## src/hdl/wrbd_pkg.sv

```systemverilog
`timescale 1ns / 1ps
// shared constants and types of the wrist roll bite detector
// no dependencies
package wrbd_pkg;

	localparam int WINDOW_LEN_DEF  = 15;
	localparam int SAMPLE_BITS_DEF = 16;

	localparam int THR_W    = 15;
	localparam int DWELL_W  = 12;
	localparam int DCNT_W   = 13;
	localparam int TOTAL_W  = 16;
	localparam int INDEX_W  = 24;
	localparam int CFG_IDX_W = 2;
	localparam int CFG_DATA_W = 15;
	localparam int OUT_TDATA_W = 48;

	localparam logic [THR_W-1:0]   THR_RESET    = THR_W'(160);
	localparam logic [DWELL_W-1:0] DWELL1_RESET = DWELL_W'(30);
	localparam logic [DWELL_W-1:0] DWELL2_RESET = DWELL_W'(120);
	localparam logic [DCNT_W-1:0]  DCNT_MAX     = {DCNT_W{1'b1}};
	localparam logic [TOTAL_W-1:0] TOTAL_MAX    = {TOTAL_W{1'b1}};

	// register indexes
	localparam logic [CFG_IDX_W-1:0] REG_THRESHOLD = 2'd0;
	localparam logic [CFG_IDX_W-1:0] REG_DWELL1    = 2'd1;
	localparam logic [CFG_IDX_W-1:0] REG_DWELL2    = 2'd2;

	// phase codes
	localparam logic [1:0] PH_WAIT_POS = 2'd0;
	localparam logic [1:0] PH_DWELL1   = 2'd1;
	localparam logic [1:0] PH_WAIT_NEG = 2'd2;
	localparam logic [1:0] PH_DWELL2   = 2'd3;

	typedef struct packed {
		logic [THR_W-1:0]   threshold;
		logic [DWELL_W-1:0] dwell1;
		logic [DWELL_W-1:0] dwell2;
	} cfg_t;

endpackage

```

## src/hdl/wrbd_window.sv

```systemverilog
`timescale 1ns / 1ps
// sample window memory and running sum, one request in flight in stage s1
// depends on wrbd_pkg
module wrbd_window import wrbd_pkg::*; #(
	parameter int WINDOW_LEN  = WINDOW_LEN_DEF,
	parameter int SAMPLE_BITS = SAMPLE_BITS_DEF,
	localparam int SUM_W = SAMPLE_BITS + $clog2(WINDOW_LEN)
) (
	input  logic                          clk,
	input  logic                          arst_n,
	input  logic                          accept,
	input  logic signed [SAMPLE_BITS-1:0] sample,
	input  logic                          step,
	output logic                          valid_s1,
	output logic signed [SUM_W-1:0]       sum_next
);

	localparam int PW = $clog2(WINDOW_LEN);

	logic signed [SAMPLE_BITS-1:0] mem [WINDOW_LEN];
	logic signed [SAMPLE_BITS-1:0] rdata_s1;
	logic signed [SAMPLE_BITS-1:0] x_s1;
	logic [PW-1:0]                 pos_s1;
	logic                          first_s1;
	logic [PW-1:0]                 pos_q;
	logic                          wrapped_q;
	logic signed [SUM_W-1:0]       sum_q;
	logic signed [SAMPLE_BITS-1:0] old_val;

	always_ff @(posedge clk) begin
		if (step) begin
			mem[pos_s1] <= x_s1;
		end
		if (accept) begin
			rdata_s1 <= mem[pos_q];
			x_s1     <= sample;
			pos_s1   <= pos_q;
			first_s1 <= !wrapped_q;
		end
	end

	always_ff @(posedge clk or negedge arst_n) begin
		if (!arst_n) begin
			valid_s1  <= 1'b0;
			pos_q     <= '0;
			wrapped_q <= 1'b0;
			sum_q     <= '0;
		end else begin
			if (accept) begin
				valid_s1 <= 1'b1;
			end else if (step) begin
				valid_s1 <= 1'b0;
			end
			if (accept) begin
				if (pos_q == PW'(WINDOW_LEN - 1)) begin
					pos_q     <= '0;
					wrapped_q <= 1'b1;
				end else begin
					pos_q <= pos_q + PW'(1);
				end
			end
			if (step) begin
				sum_q <= sum_next;
			end
		end
	end

	// entries not yet written on the first pass read as zero
	assign old_val  = first_s1 ? '0 : rdata_s1;
	assign sum_next = sum_q + SUM_W'(x_s1) - SUM_W'(old_val);

endmodule

```

## src/hdl/wrbd_phase.sv

```systemverilog
`timescale 1ns / 1ps
// phase machine, counters and result register
// depends on wrbd_pkg
module wrbd_phase import wrbd_pkg::*; #(
	parameter int WINDOW_LEN  = WINDOW_LEN_DEF,
	parameter int SAMPLE_BITS = SAMPLE_BITS_DEF,
	localparam int SUM_W = SAMPLE_BITS + $clog2(WINDOW_LEN)
) (
	input  logic                    clk,
	input  logic                    arst_n,
	input  cfg_t                    cfg,
	input  logic                    step,
	input  logic signed [SUM_W-1:0] sum,
	input  logic                    out_ready,
	output logic                    out_valid_q,
	output logic                    out_seen_q,
	output logic [TOTAL_W-1:0]      out_total_q,
	output logic [INDEX_W-1:0]      out_index_q
);

	localparam int LIM_W = THR_W + $clog2(WINDOW_LEN + 1);
	localparam int CMP_W = ((SUM_W > LIM_W) ? SUM_W : LIM_W) + 2;
	localparam int FW    = $clog2(WINDOW_LEN);

	logic [1:0]          phase_q;
	logic [DCNT_W-1:0]   dwell_q;
	logic [TOTAL_W-1:0]  total_q;
	logic [INDEX_W-1:0]  index_q;
	logic [FW-1:0]       fill_q;
	logic [LIM_W-1:0]    limit;
	logic signed [CMP_W-1:0] sum_c;
	logic signed [CMP_W-1:0] lim_c;
	logic                filling;
	logic [1:0]          ph;
	logic [DCNT_W-1:0]   dc;
	logic [TOTAL_W-1:0]  tot;
	logic                seen;

	assign limit   = LIM_W'(cfg.threshold) * LIM_W'(WINDOW_LEN);
	assign sum_c   = CMP_W'(sum);
	assign lim_c   = signed'(CMP_W'(limit));
	assign filling = fill_q < FW'(WINDOW_LEN - 1);

	// checks fall through in phase order, each sees the phase left by the one before
	always_comb begin
		ph   = phase_q;
		dc   = dwell_q;
		tot  = total_q;
		seen = 1'b0;
		if (!filling) begin
			if (ph == PH_WAIT_POS && sum_c > lim_c) begin
				ph = PH_DWELL1;
				dc = '0;
			end
			if (ph == PH_DWELL1) begin
				if (dc != DCNT_MAX) begin
					dc = dc + DCNT_W'(1);
				end
				if (dc > {1'b0, cfg.dwell1}) begin
					ph = PH_WAIT_NEG;
				end
			end
			if (ph == PH_WAIT_NEG && sum_c < -lim_c) begin
				ph   = PH_DWELL2;
				dc   = '0;
				seen = 1'b1;
				if (tot != TOTAL_MAX) begin
					tot = tot + TOTAL_W'(1);
				end
			end
			if (ph == PH_DWELL2) begin
				if (dc != DCNT_MAX) begin
					dc = dc + DCNT_W'(1);
				end
				if (dc > {1'b0, cfg.dwell2}) begin
					ph = PH_WAIT_POS;
				end
			end
		end
	end

	always_ff @(posedge clk or negedge arst_n) begin
		if (!arst_n) begin
			phase_q     <= PH_WAIT_POS;
			dwell_q     <= '0;
			total_q     <= '0;
			index_q     <= '0;
			fill_q      <= '0;
			out_valid_q <= 1'b0;
		end else begin
			if (step) begin
				phase_q <= ph;
				dwell_q <= dc;
				total_q <= tot;
				index_q <= index_q + INDEX_W'(1);
				if (filling) begin
					fill_q <= fill_q + FW'(1);
				end
				out_valid_q <= 1'b1;
			end else if (out_ready) begin
				out_valid_q <= 1'b0;
			end
		end
	end

	always_ff @(posedge clk) begin
		if (step) begin
			out_seen_q  <= seen;
			out_total_q <= tot;
			out_index_q <= index_q;
		end
	end

endmodule

```

## src/hdl/wrist_roll_bite_detector_unit.sv

```systemverilog
`timescale 1ns / 1ps
// channel   dir  tdata / fields
// s_axis    in   roll_rate (signed SAMPLE_BITS)
// m_axis    out  bite_seen, bite_total, sample_number
// cfg       in   write only: roll_threshold, first_dwell, second_dwell
//
// one sample per cycle sustained while the result output is not stalled; a sample is
// registered in stage s1 as the window memory is read at its request edge, and the sum
// and phase step land in the result register once the output is free.
// the window memory needs no clearing pass: the first lap reads as zero.
// a stalled result output holds one more sample in stage s1 before s_tready drops.
// depends on wrbd_pkg, wrbd_window, wrbd_phase
module wrist_roll_bite_detector_unit import wrbd_pkg::*; #(
	parameter int WINDOW_LEN  = WINDOW_LEN_DEF,
	parameter int SAMPLE_BITS = SAMPLE_BITS_DEF,
	localparam int IN_W = ((SAMPLE_BITS + 7) / 8) * 8
) (
	input  logic                   clk,
	input  logic                   arst_n,
	input  logic                   s_tvalid,
	output logic                   s_tready,
	input  logic [IN_W-1:0]        s_tdata,   // roll_rate
	output logic                   m_tvalid,
	input  logic                   m_tready,
	output logic [OUT_TDATA_W-1:0] m_tdata,   // bite_seen, bite_total, sample_number
	input  logic                   cfg_we,
	input  logic [CFG_IDX_W-1:0]   cfg_index,
	input  logic [CFG_DATA_W-1:0]  cfg_wdata
);

	localparam int SUM_W = SAMPLE_BITS + $clog2(WINDOW_LEN);

	cfg_t                    cfg_q;
	logic                    accept;
	logic                    step;
	logic                    valid_s1;
	logic                    out_free;
	logic signed [SUM_W-1:0] sum_next;
	logic                    out_seen;
	logic [TOTAL_W-1:0]      out_total;
	logic [INDEX_W-1:0]      out_index;

	always_ff @(posedge clk or negedge arst_n) begin
		if (!arst_n) begin
			cfg_q.threshold <= THR_RESET;
			cfg_q.dwell1    <= DWELL1_RESET;
			cfg_q.dwell2    <= DWELL2_RESET;
		end else if (cfg_we) begin
			unique case (cfg_index)
				REG_THRESHOLD: cfg_q.threshold <= cfg_wdata[THR_W-1:0];
				REG_DWELL1:    cfg_q.dwell1    <= cfg_wdata[DWELL_W-1:0];
				REG_DWELL2:    cfg_q.dwell2    <= cfg_wdata[DWELL_W-1:0];
				default: ;
			endcase
		end
	end

	assign out_free = !m_tvalid || m_tready;
	assign step     = valid_s1 && out_free;
	assign s_tready = !valid_s1 || out_free;
	assign accept   = s_tvalid && s_tready;

	wrbd_window #(
		.WINDOW_LEN  (WINDOW_LEN),
		.SAMPLE_BITS (SAMPLE_BITS)
	) u_window (
		.clk      (clk),
		.arst_n   (arst_n),
		.accept   (accept),
		.sample   (signed'(s_tdata[SAMPLE_BITS-1:0])),
		.step     (step),
		.valid_s1 (valid_s1),
		.sum_next (sum_next)
	);

	wrbd_phase #(
		.WINDOW_LEN  (WINDOW_LEN),
		.SAMPLE_BITS (SAMPLE_BITS)
	) u_phase (
		.clk         (clk),
		.arst_n      (arst_n),
		.cfg         (cfg_q),
		.step        (step),
		.sum         (sum_next),
		.out_ready   (m_tready),
		.out_valid_q (m_tvalid),
		.out_seen_q  (out_seen),
		.out_total_q (out_total),
		.out_index_q (out_index)
	);

	assign m_tdata = {
		(OUT_TDATA_W - 1 - TOTAL_W - INDEX_W)'(0), out_index, out_total, out_seen
	};

endmodule

```

## config.mk

```make
export PLATFORM = sky130hd
export DESIGN_NAME = wrist_roll_bite_detector_unit
export DESIGN_NICKNAME = d
export VERILOG_FILES = /design/src/hdl/wrbd_pkg.sv /design/src/hdl/wrbd_window.sv /design/src/hdl/wrbd_phase.sv /design/src/hdl/wrist_roll_bite_detector_unit.sv
export SDC_FILE = /design/constraint.sdc
export NUM_CORES = 1
export LEC_CHECK = 0
export ABC_AREA = 1
export ABC_CLOCK_PERIOD_IN_PS = 21400
export BUFFER_PORTS_ARGS = -buffer_cell sky130_fd_sc_hd__buf_2
export CAP_MARGIN = 10
export CORE_AREA = 2 2 248 250
export CTS_BUF_LIST = sky130_fd_sc_hd__clkbuf_16
export DETAILED_ROUTE_END_ITERATION = 8
export DIE_AREA = 0 0 250 252
export SLEW_MARGIN = 20
export SYNTH_ARGS = -nofsm -noshare
export SYNTH_HDL_FRONTEND = slang
export SYNTH_HIERARCHICAL = 1
export SYNTH_SLANG_ARGS = --single-unit
```

## constraint.sdc

```tcl
create_clock -name clk -period 21.4 [get_ports clk]
set_input_delay 6.42 -clock clk [delete_from_list [all_inputs] [get_ports clk]]
set_output_delay 6.42 -clock clk [all_outputs]
set_load 0.05 [all_outputs]
```

Yosys cells after proc, flatten, opt, wreduce, memory -nomap -nowiden
Memory sizes are Yosys's and may differ from the RTL's. A register that Yosys moved wholly into a read port is not among the register bits.
Cells that the tools add are included.
{ "classes": {"addsub": 9, "n_shift": 0, "n_mul": 1, "reduce_logical": 19, "muxes": 33, "n_eq_ne": 9, "n_div": 0, "order_cmp": 5, "bitwise_logic": 1} }
{ "ops": {"columns": ["op", "n"], "rows": [
  ["$mux 13", 12],
  ["$mux 16", 4],
  ["$add 13x1->13 const B", 2],
  ["$gt 13x12->1", 2],
  ["$ne 13x13->1 const B", 2],
  ["$add 24x1->24 const B", 1],
  ["$lt 20x22->1", 1],
  ["$neg 19->22", 1],
  ["$add 20x16->20", 1],
  ["$gt 20x20->1", 1],
  ["$sub 20x16->20", 1],
  ["$mul 15x4->19 const B", 1],
  ["$mux 2", 9],
  ["$add 16x1->16 const B", 1],
  ["$ne 16x16->1 const B", 1],
  ["$reduce_and 2->1", 6],
  ["$add 4x1->4 const B", 2],
  ["$mux 1", 7],
  ["$eq 2x2->1 const B", 3],
  ["$eq 2x1->1 const B", 2],
  ["$eq 4x4->1 const B", 1],
  ["$logic_and 1x1->1", 4],
  ["$logic_not 2->1", 2],
  ["$lt 4x4->1 const B", 1],
  ["5 further kinds", 9]
]} }
{ "totals": {"output_inout_bits": 50, "memories": 1, "inputBits": 38, "ram_bits": 240, "latch_bits": 0, "rom_bits": 0, "elab_cells": 97, "ff_bits": 187} }
{ "memory_table": {"columns": ["memory", "words", "word_bits", "rd", "rd_ports_with_merged_regs", "write_ports", "line_no", "text"], "rows": [
  ["u_window.mem", 15, 16, 1, 1, 1, "wrbd_window.sv:20", "logic signed [SAMPLE_BITS-1:0] mem [WINDOW_LEN];"]
]} }

Depth between registers and ports, before layout
Gate-level depths: netlist of run 1.
{ "depth": {"ltp_word": 25, "depth_mapped": 79, "ltp_nobuf": 74} }

Hierarchy
Netlist of run 1, hierarchy kept.
{ "modules_own_cells": {"columns": ["mod", "cells_each", "seq_area_each_um2", "n_inst", "area_per_inst_um2"], "rows": [
  ["wrbd_window", 1158, 8968.6, 1, 13439.1],
  ["wrbd_phase", 1112, 2732.6, 1, 8831.0],
  ["wrist_roll_bite_detector_unit", 189, 988.4, 1, 1730.4]
]} }

Worst setup path after synthesis of run 1
OpenSTA, ideal clock, no wires.
{ "synth_timing": {"path_type": "input-to-output", "from": "in m_tready", "to": "out s_tready", "t_arrival_ns": 6.861, "required_ns": 14.980, "n_path_buf": 0, "path_slack_ns": 8.119, "stages": 2, "path_cell_list": "inv_1 nand3_1"} }
{ "synth_between": {"elab_chain_len": 2} }
{ "synth_rtl": {"columns": ["element", "line_no", "text"], "rows": [
  ["from (decl)", "wrist_roll_bite_detector_unit.sv:24", "input logic m_tready,"],
  ["$logic_or 1x1->1", "wrist_roll_bite_detector_unit.sv:58", "assign out_free = !m_tvalid || m_tready;"],
  ["$logic_or 1x1->1", "wrist_roll_bite_detector_unit.sv:60", "assign s_tready = !valid_s1 || out_free;"],
  ["to (decl)", "wrist_roll_bite_detector_unit.sv:21", "output logic s_tready,"]
]} }
Every way passes these cells.

Final worst setup path of run 1
Same ends and word-level chain as after synthesis.

==> results of run 1 <==
[cell usage after synthesis (all sizes together) (2+ instances only)]
library cell / count
nor3: 28
o221ai: 2
buf: 66
nor2: 237
nand2: 573
o21bai: 7
o21ai: 81
clkbuf: 23
dfstp: 10
xnor2: 19
inv: 324
or2: 4
edfxtp: 318
ha: 113
fa: 46
a21boi: 3
o311ai: 32
nand3: 137
nand3b: 14
a22oi: 32
xor2: 60
a21oi: 104
nor4: 6
a31oi: 16
o211ai: 3
dfrtp: 115
a21o: 6
nand4: 55
and2: 10
clkinv: 6
[state kept, by name, indices dropped and copies added, names as in the netlist, 16 cells and up]
signal and flops:
u_phase/out_index_q 24, u_window/rdata_s1 16, u_phase/index_q 24, u_window/x_s1 16, u_window/mem 240, u_phase/out_total_q 16, cfg_q 39, u_window/sum_q 20
u_phase/total_q 16
[path summary, 6_finish.rpt]
kind,endpoint,slack [ns],start
worst max-delay path,s_tready,8.00,m_tready
worst min register to register,u_phase/out_index_q[9],0.46,u_phase/index_q[9]
worst min-delay path,u_phase/out_index_q[9],0.46,u_phase/index_q[9]
max in group asynchronous,u_window/pos_q[0],14.27,arst_n
min in group asynchronous,u_window/sum_q[14],5.84,arst_n
worst max register to register,u_phase/phase_q[0],9.73,cfg_q[24]
[critical path, delay by kind of cell]
family | cells | cell delay [ns]
AND/OR/NAND/NOR | 1 | 0.12
buffers and inverters | 3 | 0.45
[layout make-up]
class | instances | area (um2) | area share, %
Clock buffer | 48 | 1200 | 4.48
Multi-Input combinational cell | 1603 | 9620 | 35.9
Sequential cell | 443 | 12700 | 47.3
Inverter | 330 | 1240 | 4.61
Timing Repair Buffer | 112 | 647 | 2.41
Clock inverter | 42 | 459 | 1.71
Tap cell | 782 | 978 | 3.65
[per-stage QoR]
step	setup WS [ns]	cells
3_5_place_dp	8.01	3270
5_1_grt	7.96	3360
2_1_floorplan	8.12	2465
4_1_cts	8.01	3360
3_3_place_gp	8.02	3270
6_report	8.00	3360
[per-layer routing]
metal	part of all wire, %	vias to the layer above	GRT usage (%)
met5	0	-	0
met4	2.4	0	5.22
met3	4.6	81	2.27
met2	47	400	28.4
met1	46	8203	23.8
li1	-	8365	-
[cells by family after synthesis]
family	Yosys count	share of synthesized area, %
simple gates	1065	19.5
flops	443	52.9
buf+inv	419	7.33
compound gates	293	7.68
fa+ha+maj	159	9.73
xor+xnor	79	2.88
other cells	1	0.0156
[placed cells by master, fill, tap and decap left out, drive strengths merged, types with 2 or more instances in the layout]
master      n
a21oi     104
or2         4
and2       10
o211ai      3
clkbuf     48
nand3     137
o21ai      81
inv       339
clkinvlp    6
o21bai      7
nor3       28
bufinv      7
o221ai      2
nand3b     14
a31oi      16
fa         46
a22oi      32
ha        113
xnor2      19
o311ai     32
a21o        6
dfstp      10
nand2     573
dfrtp     115
nor4        6
edfxtp    318
xor2       60
conb        7
nand4      55
buf       112
clkinv     20
a21boi      3
nor2      237
==> flow_summary.ini, run 1 <==
[status]
status = completed

[min_path]
hold_path.class = reg -> reg
holdPathStages = 0

[critical_path]
critical_path.max_stage_delay_ns = 0.24
cp_cell_instances = buf_2 -> inv_1 -> nand3_1 -> buf_2
r2r.worst_path.cells = 69
cp_endpoint_kind = primary output
critical_path.slowest_cell = sky130_fd_sc_hd__buf_2
worst_path_most_repeated_cell = sky130_fd_sc_hd__buf_2
crit_arrival_ns = 6.98
timing.critical_path.from_type = input pin
crit_path_max_fanout = 2
timing_worst_setup_path_type = in -> out
critPathRequiredTime_ns = 14.98

[global_route]
grt_pass1_vias = 17000
global_route.overflow_total = 0
grt_start_max_net_pins = 73
number_of_antenna_violations_at_the_first_check_in_global_routing = 0
grt_pass1_wl_mm = 87.9
grt.total_usage_pct = 17.2

[drt]
drc = 0
drt-initial-drc-count = 1198
avgViaCountPerCell = 5.07
vias = 17000
drt_pass1_iterations = 5
ant_nets = 0
wl_cell_um = 16.2
routed_wire_length_mm = 54.3

[floorplan]
die_y_um = 252
placementRows = 90
dieArea_um2 = 63000
io-pin-count = 88
fp.coreArea_um2 = 60100
die_width_um = 250
starting_density_of_the_core_pct = 39.9

[synthesis]
synth.top_cell.area_share_pct = 39.8
synth.yosys.seq_area_share_pct = 52.9
async_reset_ff_share_pct = 28.2
synth_top_flop_cell = sky130_fd_sc_hd__edfxtp_1
postSynthRegisterBits = 443
synth_warnings = 6
synthesis.area_um2 = 24000
yosys.area.top_type = sky130_fd_sc_hd__edfxtp_1
synth_cell_types = 59
synth.top_cells.by_area = sky130_fd_sc_hd__edfxtp_1, sky130_fd_sc_hd__dfrtp_1, sky130_fd_sc_hd__nand2_1
post_synthesis_cells = 2459
postSynthAreaPerCell_um2 = 9.76
synth_edf_count = 318

[sta]
layout_min_cycle_time_ns = 13.40
timing.final.hold_violations = 0
slew_viol_final = 0
timing.setup.tns_ns = 0
fmax_achieved_ghz = 0.0746
worst_slew_margin_relative_to_its_limit_pct = 29.3
layout_worst_path_cycle_share_pct = 62.6
tightestPinTransition_ns = 1.06
whs_ns = 0.456
report.final.setup_viol = 0
rsz0062_at_grt = false
finalClockSkew_ns = 0.0315

[cts]
cts_hold_repair.buffers = 0
cts.htree.levels = 2
worst_setup_hold_path_clk_slew_ns = 0.06
worstSkewPairLatency_ns = 0.61
tritoncts = built
cts_setup_buffers = 0
cts_num_sinks = 443
cts_resized = 0
clock_buffer_count_from_cts = 48
ctsRootBufferMaster = sky130_fd_sc_hd__clkbuf_16
clk_path_buf_depth = 3

[final_layout]
layout.filler_cells = 5661
fin_util_pct = 44.6
fin_nets = 2735
final_area_um2 = 26800
post_route_cells_drive_above_1_share_pct = 11.2
antenna-diode-count = 0
syn_to_final_growth_pct = 11.8

[job]
drv_cap = 0

[placed_design]
place_hpwl_mm = 36.8
dpl-instance-area_um2 = 25200
port-buffer-count = 80
routability_congestion_estimate = 0.869
Power of run 1 is left out: the tool's default activity adds up to more than one toggle a clock period on the data nets, which glitch-free logic cannot reach.
==> run 2, diff against run 1 <==
- ABC_CLOCK_PERIOD_IN_PS: 21400 -> 11500
- clock period: 21.4 -> 11.5 ns (I/O delays scaled with it)
==> run 2 against run 1 <==
Non-clock buffer count shrank 4. Via count shrank 0.24%. Register-to-register slack lost 8.7 ns. Global-route usage grew 0.42 points. Largest cell class unchanged. Flip-flop and latch count is the same. Critical path type is now reg -> reg. Routed wire length grew 2.7%. Count of clock-buffer cells in the layout is the same.
==> flow_summary.ini, run 2 (same netlist as run 1, synthesis figures left out) <==
[floorplan]
dieArea_um2 = 63000
starting_density_of_the_core_pct = 39.9
die_width_um = 250
die_y_um = 252
io-pin-count = 88
placementRows = 90
fp.coreArea_um2 = 60100

[critical_path]
crit_path_max_fanout = 27
crit_arrival_ns = 10.86
worst_path_most_repeated_cell = sky130_fd_sc_hd__nand2_1
critical_path.slowest_cell = sky130_fd_sc_hd__fa_1
timing_worst_setup_path_type = reg -> reg
critical_path.max_stage_delay_ns = 0.55
critPathRequiredTime_ns = 11.94
cp_endpoint_kind = flop
timing.critical_path.from_type = flop

[sta]
timing.final.ws_setup_ns = 1.08
report.final.setup_viol = 0
timing.final.hold_violations = 0
slew_viol_final = 0
timing.setup.tns_ns = 0
layout_min_cycle_time_ns = 10.42
layout_worst_path_cycle_share_pct = 90.6
worst_slew_margin_relative_to_its_limit_pct = 39.4
tightestPinTransition_ns = 0.908
fmax_achieved_ghz = 0.0959
finalClockSkew_ns = 0.0570
rsz0062_at_grt = false

[drt]
met3_wirelength_mm = 2.41
route.top_layer_used = met4
routed_wire_length_mm = 55.7
avgViaCountPerCell = 5.07
vias = 17000
drc = 0
wl_cell_um = 16.6
m1WireLength_mm = 26.1
drt_pass1_iterations = 6
ant_nets = 0
wl_met2_mm = 26.0
drt-initial-drc-count = 1397

[final_layout]
fin_util_pct = 44.5
syn_to_final_growth_pct = 11.6
fin_nets = 2731
antenna-diode-count = 0
most_frequent_cells_in_the_layout = sky130_fd_sc_hd__nand2_1, sky130_fd_sc_hd__edfxtp_1, sky130_fd_sc_hd__inv_1
combined_area_of_the_multi_input_logic_cells_um2 = 9660
largest_reg_flops = 240
layout.filler_cells = 5767
largest_registers = u_window/mem: 240 flops, cfg_q: 39 flops
register_with_the_most_flip_flops = u_window/mem
layout.cells.most_common = sky130_fd_sc_hd__nand2_1
post_route_cells_drive_above_1_share_pct = 11.0
regArea_um2 = 12700

[cts]
worstSkewPairLatency_ns = 0.61
clock_buffer_count_from_cts = 48
ctsRootBufferMaster = sky130_fd_sc_hd__clkbuf_16
clk_path_buf_depth = 3
cts.htree.levels = 2
tritoncts = built
worst_setup_hold_path_clk_slew_ns = 0.06
cts_num_sinks = 443

[placed_design]
port-buffer-count = 80
place_ws_ns = 0.811
place_hpwl_mm = 38.5
routability_congestion_estimate = 0.900

[job]
drv_cap = 0

[global_route]
global_route.overflow_total = 0
number_of_antenna_violations_at_the_first_check_in_global_routing = 0
grt_pass1_wl_mm = 89.7
grt.total_usage_pct = 17.6
grt_pass1_vias = 17000
grt_start_max_net_pins = 69

[status]
status = completed

[min_path]
hold_path.class = reg -> reg
==> run 2: layout make-up <==
class	count	area share (%)
tap	782	3.65
clock buffer	48	4.49
multi-input combinational	1603	36.1
sequential	443	47.4
clock inverter	40	1.43
inverter	330	4.63
timing repair buffer	108	2.30
==> run 2: worst paths after layout <==
kind	startpoint	depth (start not counted)	end	slack, ns
setup reg to reg	cfg_q[24]	72	u_phase/phase_q[0]	1.08
max in group asynchronous	arst_n	2	u_window/pos_q[0]	7.33
setup / recovery	cfg_q[24]	72	u_phase/phase_q[0]	1.08
hold / removal	u_phase/index_q[9]	0	u_phase/out_index_q[9]	0.45
hold reg to reg	u_phase/index_q[9]	0	u_phase/out_index_q[9]	0.45
min in group asynchronous	arst_n	1	u_window/sum_q[14]	2.86
==> run 2: stage by stage <==
| step | hold slack, ns | cell area, um2 | instances |
|---|---|---|---|
| after floorplan | 0.419 | 24000 | 2465 |
| after global placement | 0.433 | 25200 | 3266 |
| after detailed placement | 0.441 | 25200 | 3266 |
| after CTS | 0.457 | 26700 | 3354 |
| after global routing | 0.475 | 26800 | 3354 |
| final | 0.454 | 26800 | 3354 |
==> run 2: worst max-delay path: cells and delay by family, from the launching register on <==
family                   cells  cell delay [ns]
AND/OR/NAND/NOR             39             3.67
adder cells (fa/ha/maj)      8             2.86
AO/OA/AOI/OAI               17             2.41
buffers and inverters        7             0.65
flip-flops                   1             0.46
XOR/XNOR                     1             0.23
==> run 2: timing repair <==
action	4_1_cts	5_1_grt
hold buffers	0	0
resized for setup	0	6
setup endpoints to repair	0	2
buffers inserted	0	0
==> run 2: layer usage <==
metal	global-route usage, %	vias up
met1	24.6	8217
met4	4.60	0
li1	-	8359
met2	29.3	365
met5	0	-
met3	1.98	67
Power of run 2 is left out for the same reason.
